==> src/sv/ghg_ram.sv <==
// ghg_ram: generic simple dual-port RAM, one write and one registered read port.
// No dependencies.
`default_nettype none

module ghg_ram #(
  parameter int WIDTH = 8,
  parameter int DEPTH = 32,
  localparam int ADDR_W = (DEPTH > 1) ? $clog2(DEPTH) : 1
) (
  input  wire logic              clk,
  input  wire logic              we,
  input  wire logic [ADDR_W-1:0] waddr,
  input  wire logic [WIDTH-1:0]  wdata,
  input  wire logic              re,
  input  wire logic [ADDR_W-1:0] raddr,
  output logic      [WIDTH-1:0]  rdata
);

  logic [WIDTH-1:0] mem [DEPTH];

  always_ff @(posedge clk) begin
    if (we) begin
      mem[waddr] <= wdata;
    end
    if (re) begin
      rdata <= mem[raddr];
    end
  end

endmodule

`default_nettype wire

==> config.mk <==
export PLATFORM = sky130hd
export DESIGN_NAME = ghg_ram
export DESIGN_NICKNAME = d
export VERILOG_FILES = /design/src/sv/ghg_ram.sv
export SDC_FILE = /design/constraint.sdc
export NUM_CORES = 1
export LEC_CHECK = 0
export ABC_CLOCK_PERIOD_IN_PS = 3400
export BUFFER_PORTS_ARGS = -buffer_cell sky130_fd_sc_hd__buf_2
export CAP_MARGIN = 5
export CORE_MARGIN = 3
export CORE_UTILIZATION = 55
export DETAILED_ROUTE_END_ITERATION = 6
export PLACE_DENSITY_LB_ADDON = 0.08
export SLEW_MARGIN = 25
export SYNTH_ARGS = -nofsm -noshare
export SYNTH_HDL_FRONTEND = slang
export SYNTH_SLANG_ARGS = --single-unit
==> constraint.sdc <==
create_clock -name clk -period 3.4 [get_ports clk]
set_input_delay 0 -clock clk [delete_from_list [all_inputs] [get_ports clk]]
set_output_delay 0 -clock clk [all_outputs]
set_load 0.02 [all_outputs]
==> impl_results.md <==
* Synth top cells by count: 264 x edfxtp_1, 80 x mux4_2, 33 x nor2_1
* CP Max Fanout at 1
* Critical path arrival at 2220 ps
* Clk buf depth at 3
* Crit path max-delay family: multiplexers
* I/O pin total at 29
* Setup Viol. Count Final at 0
* Die H at 141.7 microns
* Yosys warns at 0
* Dpl hpwl at 12900 microns
* Largest cells by area after synthesis: edfxtp_1 78%, mux4_2 18%, nor2_1 1.2%
* Num CTS Buffers at 26
* Max Fclk at 511.7 MHz
* Stages on worst setup path at 3
* H-tree Lvls at 1
* Hold Slack at 29.58 ps
* WL final at 20690 microns
* Clock sink count at 264
* CTS clk-pin slew, worst paths at 60 ps
* Seq/Total Area, Yosys at 78.23%
* Area grow syn2layout at 12.24%
* Post-CTS setup buffer count at 0
* Global-route wire length before repair at 30850 microns
* Syn Nets at 438
* Endpoints failing hold at 0
* CTS tree: done
* Final Cycle Share at 57.48%
* Critical Path Start Type: flip-flop
* Die Footprint at 0.02009 sq mm
* Die W at 141.7 microns
* Top cell type's share of synthesized area at 78.23%
* EDFF count, synth at 264
* RD Place Congestion at 0.7946
* Maxcap violations at 0
* Std-Cell Core Area at 0.01802 sq mm
* GRT Util Overall at 21.41%
* Via-to-Cell Ratio at 6.291
* Pin slew with the least headroom to its limit at 978.9 ps
* Layout Nets at 481
* Worst hold stages at 1
* Slew Viols, Final at 0
* Netlist Area Pre-Place at 0.01013 sq mm
* Crit end category: flip-flop
* Seq cells post-synth at 264
* Wirelength per Cell at 29.26 microns
* Clock Root Buffer: clkbuf_16
* Worst reg-to-reg setup slack at 1450 ps
* Vias in the first global route at 4625
* Initial antenna violation count at 1
* Final setup TNS at 0 ps
* Leak Pwr at 3.528 nW
* Post-synthesis average cell area at 24.30 sq um
* Leading area contributor after synthesis: edfxtp_1
* Pre-antenna DRT Iters at 5
* Post-CTS Resized at 0
* Ratio of cells with drive above 1 in the final layout at 32.85%
* Largest net degree at the start of global routing at 33
* Clock Skew at 12.15 ps
* Starting DRT DRC Count at 400
* Hold bufs inserted after CTS at 2
* Fill cell total of the finished layout at 1235
* Asr flop ratio synth at 0%
* Worst skew pair latency at 510 ps
* Syn Inst Count at 417
* Status: completed
* Main flop type after synthesis: edfxtp_1
* RSZ-0062 raised after global routing: no
* Crit-path cells: mux4_2 -> mux4_2 -> mux2_2
* Input/output buffers at 28
* Slowest cell on crit path: mux4_2
* Critical Path RT at 3660 ps
* Top-count cell post-synth: edfxtp_1
* Most Frequent Cell on Critical Path: mux4_2
* Cell Rows at 49
* Maximum VDD drop at 465.3 uV
* ANT nets after route at 0
* Routed vias at 4448
* Path depth of the worst reg2reg path at 3
* Yosys cell types at 14
* Crit path time final at 1954 ps
* HP Class: in -> reg
* # DRC at 0
* Pwr Density at 596.2 mW/mm^2
* Crit path buf inv count at 0
* Global route overflow at 0
* Initial core utilization at 56.22%
* Worst path max stage delay at 550 ps
* Slew margin rel. at 34.50%
* Ant. Diodes at 0
* Overall Power at 6.781 mW
* CP Class: reg -> reg
-- area by class of cell --
type,count,area [sq um],area share (%)
Clock buffer,32,694.4,6.106
Clock inverter,14,140.1,1.232
Multi-Input combinational cell,133,2100,18.46
Sequential cell,264,7928,69.70
Tap cell,229,286.5,2.519
Timing Repair Buffer,35,225.2,1.980
-- report_power, final --
group          internal (mW)  switching [mW]
Sequential              3.63          0.0161
Clock                   1.67            1.12
Combinational          0.146           0.203
-- path summary, 6_finish.rpt --
check | endpoint | from
min reg2reg | rdata[5] | mem[7][5]
min | mem[31][5] | wdata[5]
max reg2reg | rdata[7] | mem[7][7]
max | rdata[7] | mem[7][7]
-- metal layers --
| layer | share of wire (%) | vias up | routed length, microns | track usage, % |
|---|---|---|---|---|
| met5 | 0.063 | - | 13 | 0 |
| met4 | 1.1 | 2 | 230 | 3.687 |
| met2 | 45 | 192 | 9362 | 30.90 |
| met1 | 43 | 2365 | 8927 | 33.53 |
| li1 | - | 1866 | - | - |
| met3 | 10 | 23 | 2156 | 6.673 |
-- through the flow --
| stage | cell area (sq um) | std cells | util (%) | worst slack [ps] |
|---|---|---|---|---|
| after global routing | 11370 | 707 | 63.10 | 1405 |
| after global placement | 10520 | 659 | 58.36 | 950.1 |
| after floorplan | 10130 | 417 | - | 1458 |
| final | 11370 | 707 | 63.10 | 1446 |
| after CTS | 11370 | 707 | 63.10 | 1437 |
| after detailed placement | 10520 | 659 | 58.36 | 961.8 |
-- worst register-to-register path, stage by stage (launching register included) --
cell and delay (ps):
edfxtp_1 410, mux4_2 550, mux4_2 490, mux2_2 270
-- placed cells by master (no fill, tap or decap) --
cell	n
edfxtp_1	264
mux4_2	80
nor2_1	33
clkbuf_16	27
buf_2	27
mux2_2	8
clkinv_1	8
nand3b_1	5
clkbuf_1	5
buf_4	4
or3b_2	3
bufinv_16	3
nand3_1	2
clkinvlp_4	2
dlygate4sd3_1	2
buf_12	2
nand2_1	1
or3_1	1
clkinv_2	1
-- state kept, by name (all words and copies together) (netlist names) --
| name | cells |
|---|---|
| mem | 256 |
| rdata | 8 |
-- cell families after synthesis --
group | count (synthesis) | share of synthesized area (%)
flops | 264 | 78.23
mux | 88 | 18.67
simple gates | 45 | 2.050
buf+inv | 20 | 1.049
Note: power is estimated with default switching activity, not from simulation.
