<file path="src/sv/ghg_pkg.sv">
// ghg_pkg: shared types, field widths, register codes and reset values of the
// gradient histogram grid. No dependencies.
`default_nettype none

package ghg_pkg;

  // default geometry
  localparam int IMAGE_WIDTH_DEF  = 32;
  localparam int IMAGE_HEIGHT_DEF = 32;
  localparam int GRID_ROWS_DEF    = 4;
  localparam int GRID_COLS_DEF    = 4;

  // classes and bins
  localparam int DIR_CLASSES     = 3;
  localparam int MAG_CLASSES     = 5;
  localparam int BINS_PER_REGION = DIR_CLASSES * DIR_CLASSES * MAG_CLASSES;

  // field widths
  localparam int PIXEL_W     = 8;
  localparam int REGION_W    = 4;
  localparam int BIN_W       = 6;
  localparam int COUNT_W     = 11;
  localparam int THRESH_W    = 8;
  localparam int EDGE_W      = 9;
  localparam int CFG_INDEX_W = 3;
  localparam int CFG_DATA_W  = 9;

  localparam logic [COUNT_W-1:0] COUNT_MAX = '1;

  // item kinds
  localparam logic KIND_PIXEL = 1'b0;
  localparam logic KIND_READ  = 1'b1;

  // register indexes
  localparam logic [CFG_INDEX_W-1:0] CFG_DIR_THRESHOLD = 3'd0;
  localparam logic [CFG_INDEX_W-1:0] CFG_EDGE_ONE      = 3'd1;
  localparam logic [CFG_INDEX_W-1:0] CFG_EDGE_TWO      = 3'd2;
  localparam logic [CFG_INDEX_W-1:0] CFG_EDGE_THREE    = 3'd3;
  localparam logic [CFG_INDEX_W-1:0] CFG_EDGE_FOUR     = 3'd4;

  // register reset values
  localparam logic [THRESH_W-1:0] DIR_THRESHOLD_RST = 8'd10;
  localparam logic [EDGE_W-1:0]   EDGE_ONE_RST      = 9'd5;
  localparam logic [EDGE_W-1:0]   EDGE_TWO_RST      = 9'd20;
  localparam logic [EDGE_W-1:0]   EDGE_THREE_RST    = 9'd50;
  localparam logic [EDGE_W-1:0]   EDGE_FOUR_RST     = 9'd100;

  typedef struct packed {
    logic [THRESH_W-1:0] dir_threshold;
    logic [EDGE_W-1:0]   edge_one;
    logic [EDGE_W-1:0]   edge_two;
    logic [EDGE_W-1:0]   edge_three;
    logic [EDGE_W-1:0]   edge_four;
  } cfg_t;

  // signed pixel difference, -255..255
  typedef logic signed [PIXEL_W:0] diff_t;

  typedef enum logic [2:0] {
    ST_CLEAR,
    ST_IDLE,
    ST_ROW,
    ST_JOB,
    ST_HRD,
    ST_HWR
  } state_t;

  // the up to three tallies one pixel can cause
  typedef enum logic [1:0] {
    JOB_ABOVE,
    JOB_LEFT,
    JOB_CORNER
  } job_t;

endpackage

`default_nettype wire

</file>
<file path="src/sv/ghg_classify.sv">
// ghg_classify: sorts a gradient pair into its bin (direction classes of gx and
// gy, magnitude class of |gx|+|gy|). Depends on ghg_pkg.
`default_nettype none

module ghg_classify (
  input  wire ghg_pkg::cfg_t              cfg,
  input  wire ghg_pkg::diff_t             gx,
  input  wire ghg_pkg::diff_t             gy,
  output logic [ghg_pkg::BIN_W-1:0]       bin
);

  import ghg_pkg::*;

  localparam logic [BIN_W-1:0] DIR_STRIDE = BIN_W'(DIR_CLASSES * MAG_CLASSES);
  localparam logic [BIN_W-1:0] MAG_STRIDE = BIN_W'(MAG_CLASSES);

  logic signed [PIXEL_W+1:0] thr_pos;
  logic signed [PIXEL_W+1:0] thr_neg;
  logic signed [PIXEL_W+1:0] gx_e;
  logic signed [PIXEL_W+1:0] gy_e;
  logic [1:0]                dx;
  logic [1:0]                dy;
  logic [PIXEL_W-1:0]        ax;
  logic [PIXEL_W-1:0]        ay;
  logic [EDGE_W-1:0]         mag;
  logic [2:0]                mcls;

  always_comb begin
    thr_pos = $signed({2'b00, cfg.dir_threshold});
    thr_neg = -thr_pos;
    gx_e    = {gx[PIXEL_W], gx};
    gy_e    = {gy[PIXEL_W], gy};

    if (gx_e > thr_pos) begin
      dx = 2'd2;
    end else if (gx_e < thr_neg) begin
      dx = 2'd0;
    end else begin
      dx = 2'd1;
    end

    if (gy_e > thr_pos) begin
      dy = 2'd2;
    end else if (gy_e < thr_neg) begin
      dy = 2'd0;
    end else begin
      dy = 2'd1;
    end

    ax  = gx[PIXEL_W] ? PIXEL_W'(-gx) : gx[PIXEL_W-1:0];
    ay  = gy[PIXEL_W] ? PIXEL_W'(-gy) : gy[PIXEL_W-1:0];
    mag = {1'b0, ax} + {1'b0, ay};

    // edges tested in order, so a non-increasing edge leaves its class empty
    if (mag < cfg.edge_one) begin
      mcls = 3'd0;
    end else if (mag < cfg.edge_two) begin
      mcls = 3'd1;
    end else if (mag < cfg.edge_three) begin
      mcls = 3'd2;
    end else if (mag < cfg.edge_four) begin
      mcls = 3'd3;
    end else begin
      mcls = 3'd4;
    end

    bin = BIN_W'(dx) * DIR_STRIDE + BIN_W'(dy) * MAG_STRIDE + BIN_W'(mcls);
  end

endmodule

`default_nettype wire

</file>
<file path="config.mk">
export PLATFORM = sky130hd
export DESIGN_NAME = ghg_classify
export DESIGN_NICKNAME = d
export VERILOG_FILES = /design/src/sv/ghg_pkg.sv /design/src/sv/ghg_classify.sv
export SDC_FILE = /design/constraint.sdc
export NUM_CORES = 1
export LEC_CHECK = 0
export ABC_CLOCK_PERIOD_IN_PS = 31000
export BUFFER_PORTS_ARGS = -buffer_cell sky130_fd_sc_hd__buf_2
export CORE_ASPECT_RATIO = 0.7
export CORE_MARGIN = 5
export CORE_UTILIZATION = 41
export DETAILED_ROUTE_END_ITERATION = 8
export SLEW_MARGIN = 5
export SYNTH_ARGS = -nofsm -noshare
export SYNTH_HDL_FRONTEND = slang
export SYNTH_SLANG_ARGS = --single-unit
</file>
<file path="constraint.sdc">
create_clock -name vclk -period 31
set_input_delay 9.3 -clock vclk [all_inputs]
set_output_delay 9.3 -clock vclk [all_outputs]
set_load 0.01 [all_outputs]
</file>
==> results of run 1 <==
-- routing by layer --
metal,up-vias,track usage
met4,0,0
met3,0,0.004098
li1,1385,-
met1,1091,0.2623
met2,58,0.2316
met5,-,0
-- through the flow --
| step | total power, mW | hold WS, ns | cells | worst slack, ns | utilization |
|---|---|---|---|---|---|
| 2_1_floorplan | 0.07700 | 19.24 | 352 | 8.019 | - |
| 3_3_place_gp | 0.1057 | 19.55 | 509 | 7.592 | 0.4986 |
| 3_5_place_dp | 0.1069 | 19.53 | 509 | 7.462 | 0.4986 |
| 4_1_cts | 0.1077 | 19.54 | 509 | 7.442 | 0.4986 |
| 5_1_grt | 0.1237 | 19.61 | 509 | 6.911 | 0.4986 |
| 6_report | 0.1067 | 19.54 | 509 | 7.438 | 0.4986 |
-- worst min path at each step --
stage              to  slack (ns)
6_report       bin[0]       19.54
3_5_place_dp   bin[0]       19.53
5_1_grt        bin[0]       19.61
2_1_floorplan  bin[0]       19.24
4_1_cts        bin[0]       19.54
3_3_place_gp   bin[0]       19.55
-- area by class of cell --
cell class / count / area (um2)
Fill cell: 669 / 3177
Multi-Input combinational cell: 286 / 2465
Timing Repair Buffer: 68 / 340.3
Inverter: 64 / 240.2
Tap cell: 91 / 113.9
-- where the power goes --
part | switching, mW | internal [mW] | total [mW]
Clock | 0 | 0 | 0
Combinational | 0.0583 | 0.0484 | 0.107
Sequential | 0 | 0 | 0
-- logic make-up (layout without fill, tap and decap cells) --
kind of cell / count (synthesis) / after routing / synth area share
XOR/XNOR: 26 / 26 / 0.08395
adder cells (fa/ha/maj): 96 / 96 / 0.4594
AO/OA/AOI/OAI: 85 / 85 / 0.2122
multiplexers: 1 / 1 / 0.003690
AND/OR/NAND/NOR: 78 / 78 / 0.1495
buffers and inverters: 66 / 132 / 0.09133
-- synth_stat cells (2+ instances only) --
| master | count |
|---|---|
| a211oi_2 | 2 |
| o21ai_1 | 2 |
| a21boi_1 | 2 |
| nand2b_1 | 5 |
| a21o_1 | 16 |
| o21a_1 | 2 |
| nand4_1 | 6 |
| xor2_1 | 2 |
| o21ai_0 | 13 |
| xnor2_1 | 24 |
| inv_1 | 64 |
| nor3_1 | 5 |
| nand2_1 | 14 |
| or3_1 | 4 |
| o211ai_1 | 2 |
| clkbuf_1 | 2 |
| nor2b_1 | 5 |
| ha_1 | 90 |
| fa_1 | 6 |
| nand3_1 | 11 |
| o31ai_1 | 4 |
| a21oi_1 | 22 |
| nor2_1 | 18 |
| a211oi_1 | 7 |
==> flow_summary.ini, run 1 <==
[outcome]
status = complete, no violations

[route]
drt_wl_total_um = 6598
vias_per_cell = 4.978
wl_met1_um = 3685
highest_layer = met3
met2_length_um = 2559
drt_iter0_drc = 109
routedWlPerCell_um = 12.96
first_pass_iters = 4
drcViolationCount = 0
num_vias = 2534
wl_met3_um = 354
ant_nets = 0

[placement]
place.gp.congestion = 0.8209
place_area_um2 = 3159
io_buffers = 68
dpl.hpwl_um = 6104

[sta]
max_freq_ghz = 0.04244
maxSlewHeadroom = 0.5172
finalSetupViolations = 0
grt_setup_unrepaired = false
min_period_ns = 23.56
slew_viol_final = 0
final_hold_viol_count = 0
fin_crit_sh = 0.7601
worst_pin_slew_ns = 0.7199
fin_setup_tns_ns = 0

[yosys]
syn_area_per_cell_um2 = 7.706
ys_seq_area_frac = 0
ys_types = 48
syn_area_um2 = 2713
synth_top_area_frac = 0.4151
synth_warnings = 0
yosys.area.top_type = ha_1
synthTopCellsByArea = ha_1, inv_1, xnor2_1
syn_inst = 352
syn_nets = 510

[floorplan]
die_h_um = 78.06
fp.coreArea_um2 = 6336
initial_core_util = 0.4281
rows = 24
io_pins = 68
dieArea_um2 = 8369
die_w_um = 107.2

[setup_path]
critical_path.slowest_cell = fa_1
crit_cells = 27
cp.required_ns = 21.70
critical_path.top_delay_family = compound AO/OA/AOI/OAI gates
max_stage_delay_ns = 0.46
crit_top_cell = inv_1
worst_setup_path_end_kind = primary output
cp_max_fo = 4
path_buf_inv = 6
critPathLaunch = gx[1]
crit_end = bin[5]
crit_arrival_ns = 14.26
critPathLaunchType = primary input
crit_type = primary input to primary output

[power]
power_leakage_nw = 1.791
power_density_nw_per_um2 = 33.76
ir_drop_mv = 0.02296

[global_route]
overflow = 0
grt_pass1_wl_um = 11090
grt_start_max_net_pins = 12
grt_util_all_layers = 0.1567
antenna_found_initial = 0
grt_pass1_vias = 2440

[clocking]
cts_resized = 0
cts_setup_buffers = 0
hold_buffers = 0

[finish]
drive_gt1_frac = 0.1794
final_area_um2 = 3159
nNetsFinal = 578
area_growth_pct = 16.47
antennaDiodeCount = 0
final_common_cell = ha_1
num-clock-buffers = 0
regArea_um2 = 0
final_cell_mix = ha_1, buf_2, inv_1
seq_cells = 0

[hold_path]
hp-class = primary input to primary output
whs_path_depth = 7
hold_start = cfg[26]

[job]
cap_violations = 0
No activity file was read; power rests on OpenSTA's default activity.
==> inputs of run 2 (changes only) <==
--- a/config.mk
+++ b/config.mk
@@ -5,7 +5,7 @@
 export SDC_FILE = /design/constraint.sdc
 export NUM_CORES = 1
 export LEC_CHECK = 0
-export ABC_CLOCK_PERIOD_IN_PS = 31000
+export ABC_CLOCK_PERIOD_IN_PS = 22000
 export BUFFER_PORTS_ARGS = -buffer_cell sky130_fd_sc_hd__buf_2
 export CORE_ASPECT_RATIO = 0.7
 export CORE_MARGIN = 5
==> constraint.sdc (replaced) <==
create_clock -name vclk -period 22
set_input_delay 6.6 -clock vclk [all_inputs]
set_output_delay 6.6 -clock vclk [all_outputs]
set_load 0.01 [all_outputs]
==> flow_summary.ini, run 2 (synthesis gave the netlist of run 1 again) <==
[floorplan]
initial_core_util = 0.4281
dieArea_um2 = 8369
fp.coreArea_um2 = 6336
die_w_um = 107.2
io_pins = 68
rows = 24
die_h_um = 78.06

[sta]
worst_pin_slew_ns = 0.7482
max_freq_ghz = 0.05496
fin_crit_sh = 0.8271
final_hold_viol_count = 0
maxSlewHeadroom = 0.4982
fin_setup_tns_ns = 0
finalSetupViolations = 0
min_period_ns = 18.20
grt_setup_unrepaired = false
slew_viol_final = 0

[setup_path]
crit_top_cell = inv_1
critical_path.top_delay_family = compound AO/OA/AOI/OAI gates
max_stage_delay_ns = 0.47
crit_arrival_ns = 11.60
critPathLaunchType = primary input
cp.required_ns = 15.40
crit_type = primary input to primary output
critPathLaunch = gx[1]
path_buf_inv = 6
crit_cells = 27
worst_setup_path_end_kind = primary output
cp_max_fo = 4
critical_path.slowest_cell = fa_1

[outcome]
status = complete, no violations

[global_route]
grt_util_all_layers = 0.1572
grt_start_max_net_pins = 12
grt_pass1_vias = 2420
grt_pass1_wl_um = 11140
overflow = 0
antenna_found_initial = 0

[route]
num_vias = 2545
vias_per_cell = 5.000
drt_iter0_drc = 104
ant_nets = 0
routedWlPerCell_um = 13.08
drt_wl_total_um = 6659
first_pass_iters = 4
drcViolationCount = 0

[finish]
final_common_cell = ha_1
final_area_um2 = 3159
multi_input_area_um2 = 2465
seq_cells = 0
utilization = 0.4986
final_cell_mix = ha_1, buf_2, inv_1
antennaDiodeCount = 0
num-clock-buffers = 0
nNetsFinal = 578
area_growth_pct = 16.47
instances_no_fill = 509
drive_gt1_frac = 0.1794
n_fill_cell = 647
regArea_um2 = 0

[clocking]
cts_resized = 0
hold_buffers = 0
cts_setup_buffers = 0

[power]
ir_drop_mv = 0.03044
power_density_nw_per_um2 = 47.54
power_leakage_nw = 1.791

[placement]
io_buffers = 68
place.gp.congestion = 0.8209
place_area_um2 = 3159
dp.cells = 509
dpl.hpwl_um = 6150

[job]
cap_violations = 0

[hold_path]
min_to = bin[0]
hold_start = cfg[26]
hp-class = primary input to primary output
whs_path_depth = 7
==> run 2: worst max-delay path by stage <==
stage	endpoint	slack [ns]
2_1_floorplan	bin[5]	4.42
3_3_place_gp	bin[4]	3.99
3_5_place_dp	bin[5]	3.79
4_1_cts	bin[5]	3.77
5_1_grt	bin[5]	3.28
6_report	bin[5]	3.80
==> run 2: layout make-up <==
cell class	count	area share
tap	91	0.03604
multi-input combinational	286	0.7802
timing repair buffer	68	0.1077
inverter	64	0.07604
==> run 2: report_power, final <==
part | switching (mW) | internal (mW)
clock | 0 | 0
combinational | 0.0823 | 0.0679
sequential | 0 | 0
total | 0.0823 | 0.0679
==> run 2: metal layers <==
| metal | vias up | track usage | wire length, um |
|---|---|---|---|
| met5 | - | 0 | 0 |
| met4 | 0 | 0 | 0 |
| met3 | 0 | 0.0008197 | 300 |
| met2 | 51 | 0.2303 | 2594 |
| met1 | 1117 | 0.2668 | 3765 |
| li1 | 1377 | - | - |
==> run 2: metrics by stage <==
stage	setup slack, ns	total power, mW	hold slack [ns]
floorplan	4.419	0.1085	13.84
global placement	3.992	0.1489	14.15
detailed placement	3.786	0.1507	14.16
CTS	3.775	0.1517	14.16
global route	3.279	0.1741	14.20
finish	3.804	0.1502	14.16
==> inputs of run 3 (changes only) <==
--- a/config.mk
+++ b/config.mk
@@ -5,7 +5,7 @@
 export SDC_FILE = /design/constraint.sdc
 export NUM_CORES = 1
 export LEC_CHECK = 0
-export ABC_CLOCK_PERIOD_IN_PS = 22000
+export ABC_CLOCK_PERIOD_IN_PS = 18200
 export BUFFER_PORTS_ARGS = -buffer_cell sky130_fd_sc_hd__buf_2
 export CORE_ASPECT_RATIO = 0.7
 export CORE_MARGIN = 5
==> constraint.sdc (replaced) <==
create_clock -name vclk -period 18.2
set_input_delay 5.46 -clock vclk [all_inputs]
set_output_delay 5.46 -clock vclk [all_outputs]
set_load 0.01 [all_outputs]
==> flow_summary.ini, run 3 (synthesis gave the netlist of run 1 again) <==
[sta]
fin_setup_tns_ns = 0
min_period_ns = 15.84
grt_setup_unrepaired = false
worst_pin_slew_ns = 0.7431
fin_crit_sh = 0.8705
setup_ws_ns = 2.356
hold_ws_ns = 11.87
slew_viol_final = 0
finalSetupViolations = 0
max_freq_ghz = 0.06312
maxSlewHeadroom = 0.5016
final_hold_viol_count = 0

[job]
cap_violations = 0

[hold_path]
hp-class = primary input to primary output
whs_path_depth = 7

[route]
drcViolationCount = 0
num_vias = 2513
highest_layer = met3
drt_wl_total_um = 6706
met2_length_um = 2626
routedWlPerCell_um = 13.17
vias_per_cell = 4.937
wl_met1_um = 3815
first_pass_iters = 4
wl_met3_um = 264
drt_iter0_drc = 92
ant_nets = 0

[power]
power_uw = 181.6
ir_drop_mv = 0.03885
power_density_nw_per_um2 = 57.49
power_leakage_nw = 1.791

[floorplan]
rows = 24
die_w_um = 107.2
die_h_um = 78.06
fp.coreArea_um2 = 6336
io_pins = 68
dieArea_um2 = 8369
initial_core_util = 0.4281

[setup_path]
cp_max_fo = 4
cp.required_ns = 12.74
crit_arrival_ns = 10.38
critPathLaunchType = primary input
worst_setup_path_end_kind = primary output
crit_type = primary input to primary output

[global_route]
grt_pass1_vias = 2438
grt_start_max_net_pins = 12
overflow = 0
grt_util_all_layers = 0.1567
grt_pass1_wl_um = 11140
antenna_found_initial = 0

[finish]
nNetsFinal = 578
final_area_um2 = 3159
seq_cells = 0
final_cell_mix = ha_1, buf_2, inv_1
drive_gt1_frac = 0.1794
area_growth_pct = 16.47
instances_no_fill = 509
antennaDiodeCount = 0
regArea_um2 = 0
utilization = 0.4986
final_common_cell = ha_1
num-clock-buffers = 0

[placement]
dp.cells = 509
dpl.hpwl_um = 6161
place_area_um2 = 3159
pre_cts_slack_ns = 2.377
place.gp.congestion = 0.8209
io_buffers = 68

[clocking]
cts_resized = 0
cts_setup_buffers = 0
hold_buffers = 0

[outcome]
status = complete, no violations
==> run 3: critical path, cell delays in order <==
cell      delay [ns]
buf_2           0.10
inv_1           0.07
ha_1            0.23
nand2b_1        0.16
xnor2_1         0.14
ha_1            0.34
nor2b_1         0.15
o21ai_1         0.16
a21boi_1        0.12
o31a_1          0.27
o22a_1          0.25
ha_1            0.36
nand4_1         0.18
or3_1           0.40
a31oi_1         0.25
a211oi_1        0.10
fa_1            0.50
ha_1            0.16
inv_1           0.06
fa_1            0.40
inv_1           0.07
a21o_1          0.11
a21oi_1         0.07
xnor2_1         0.12
buf_2           0.14
==> run 3: final cells by class <==
type,count,area (um2)
Timing Repair Buffer,68,340.3
Inverter,64,240.2
Multi-Input combinational cell,286,2465
Tap cell,91,113.9
Fill cell,659,3177
==> run 3: power by group <==
part	leakage, nW	internal, mW	switching, mW	total, mW
Clock	0	0	0	0
Sequential	0	0	0	0
Combinational	1.79	0.0824	0.0992	0.182
Total	1.79	0.0824	0.0992	0.182
==> run 3: final timing paths <==
path	startpoint	end	slack, ns
setup / recovery	gx[0]	bin[5]	2.36
hold / removal	cfg[26]	bin[0]	11.87
==> run 3: per-layer routing <==
metal,track usage,vias up
li1,-,1386
met1,0.2640,1079
met2,0.2303,48
met3,0.003279,0
met4,0,0
met5,0,-
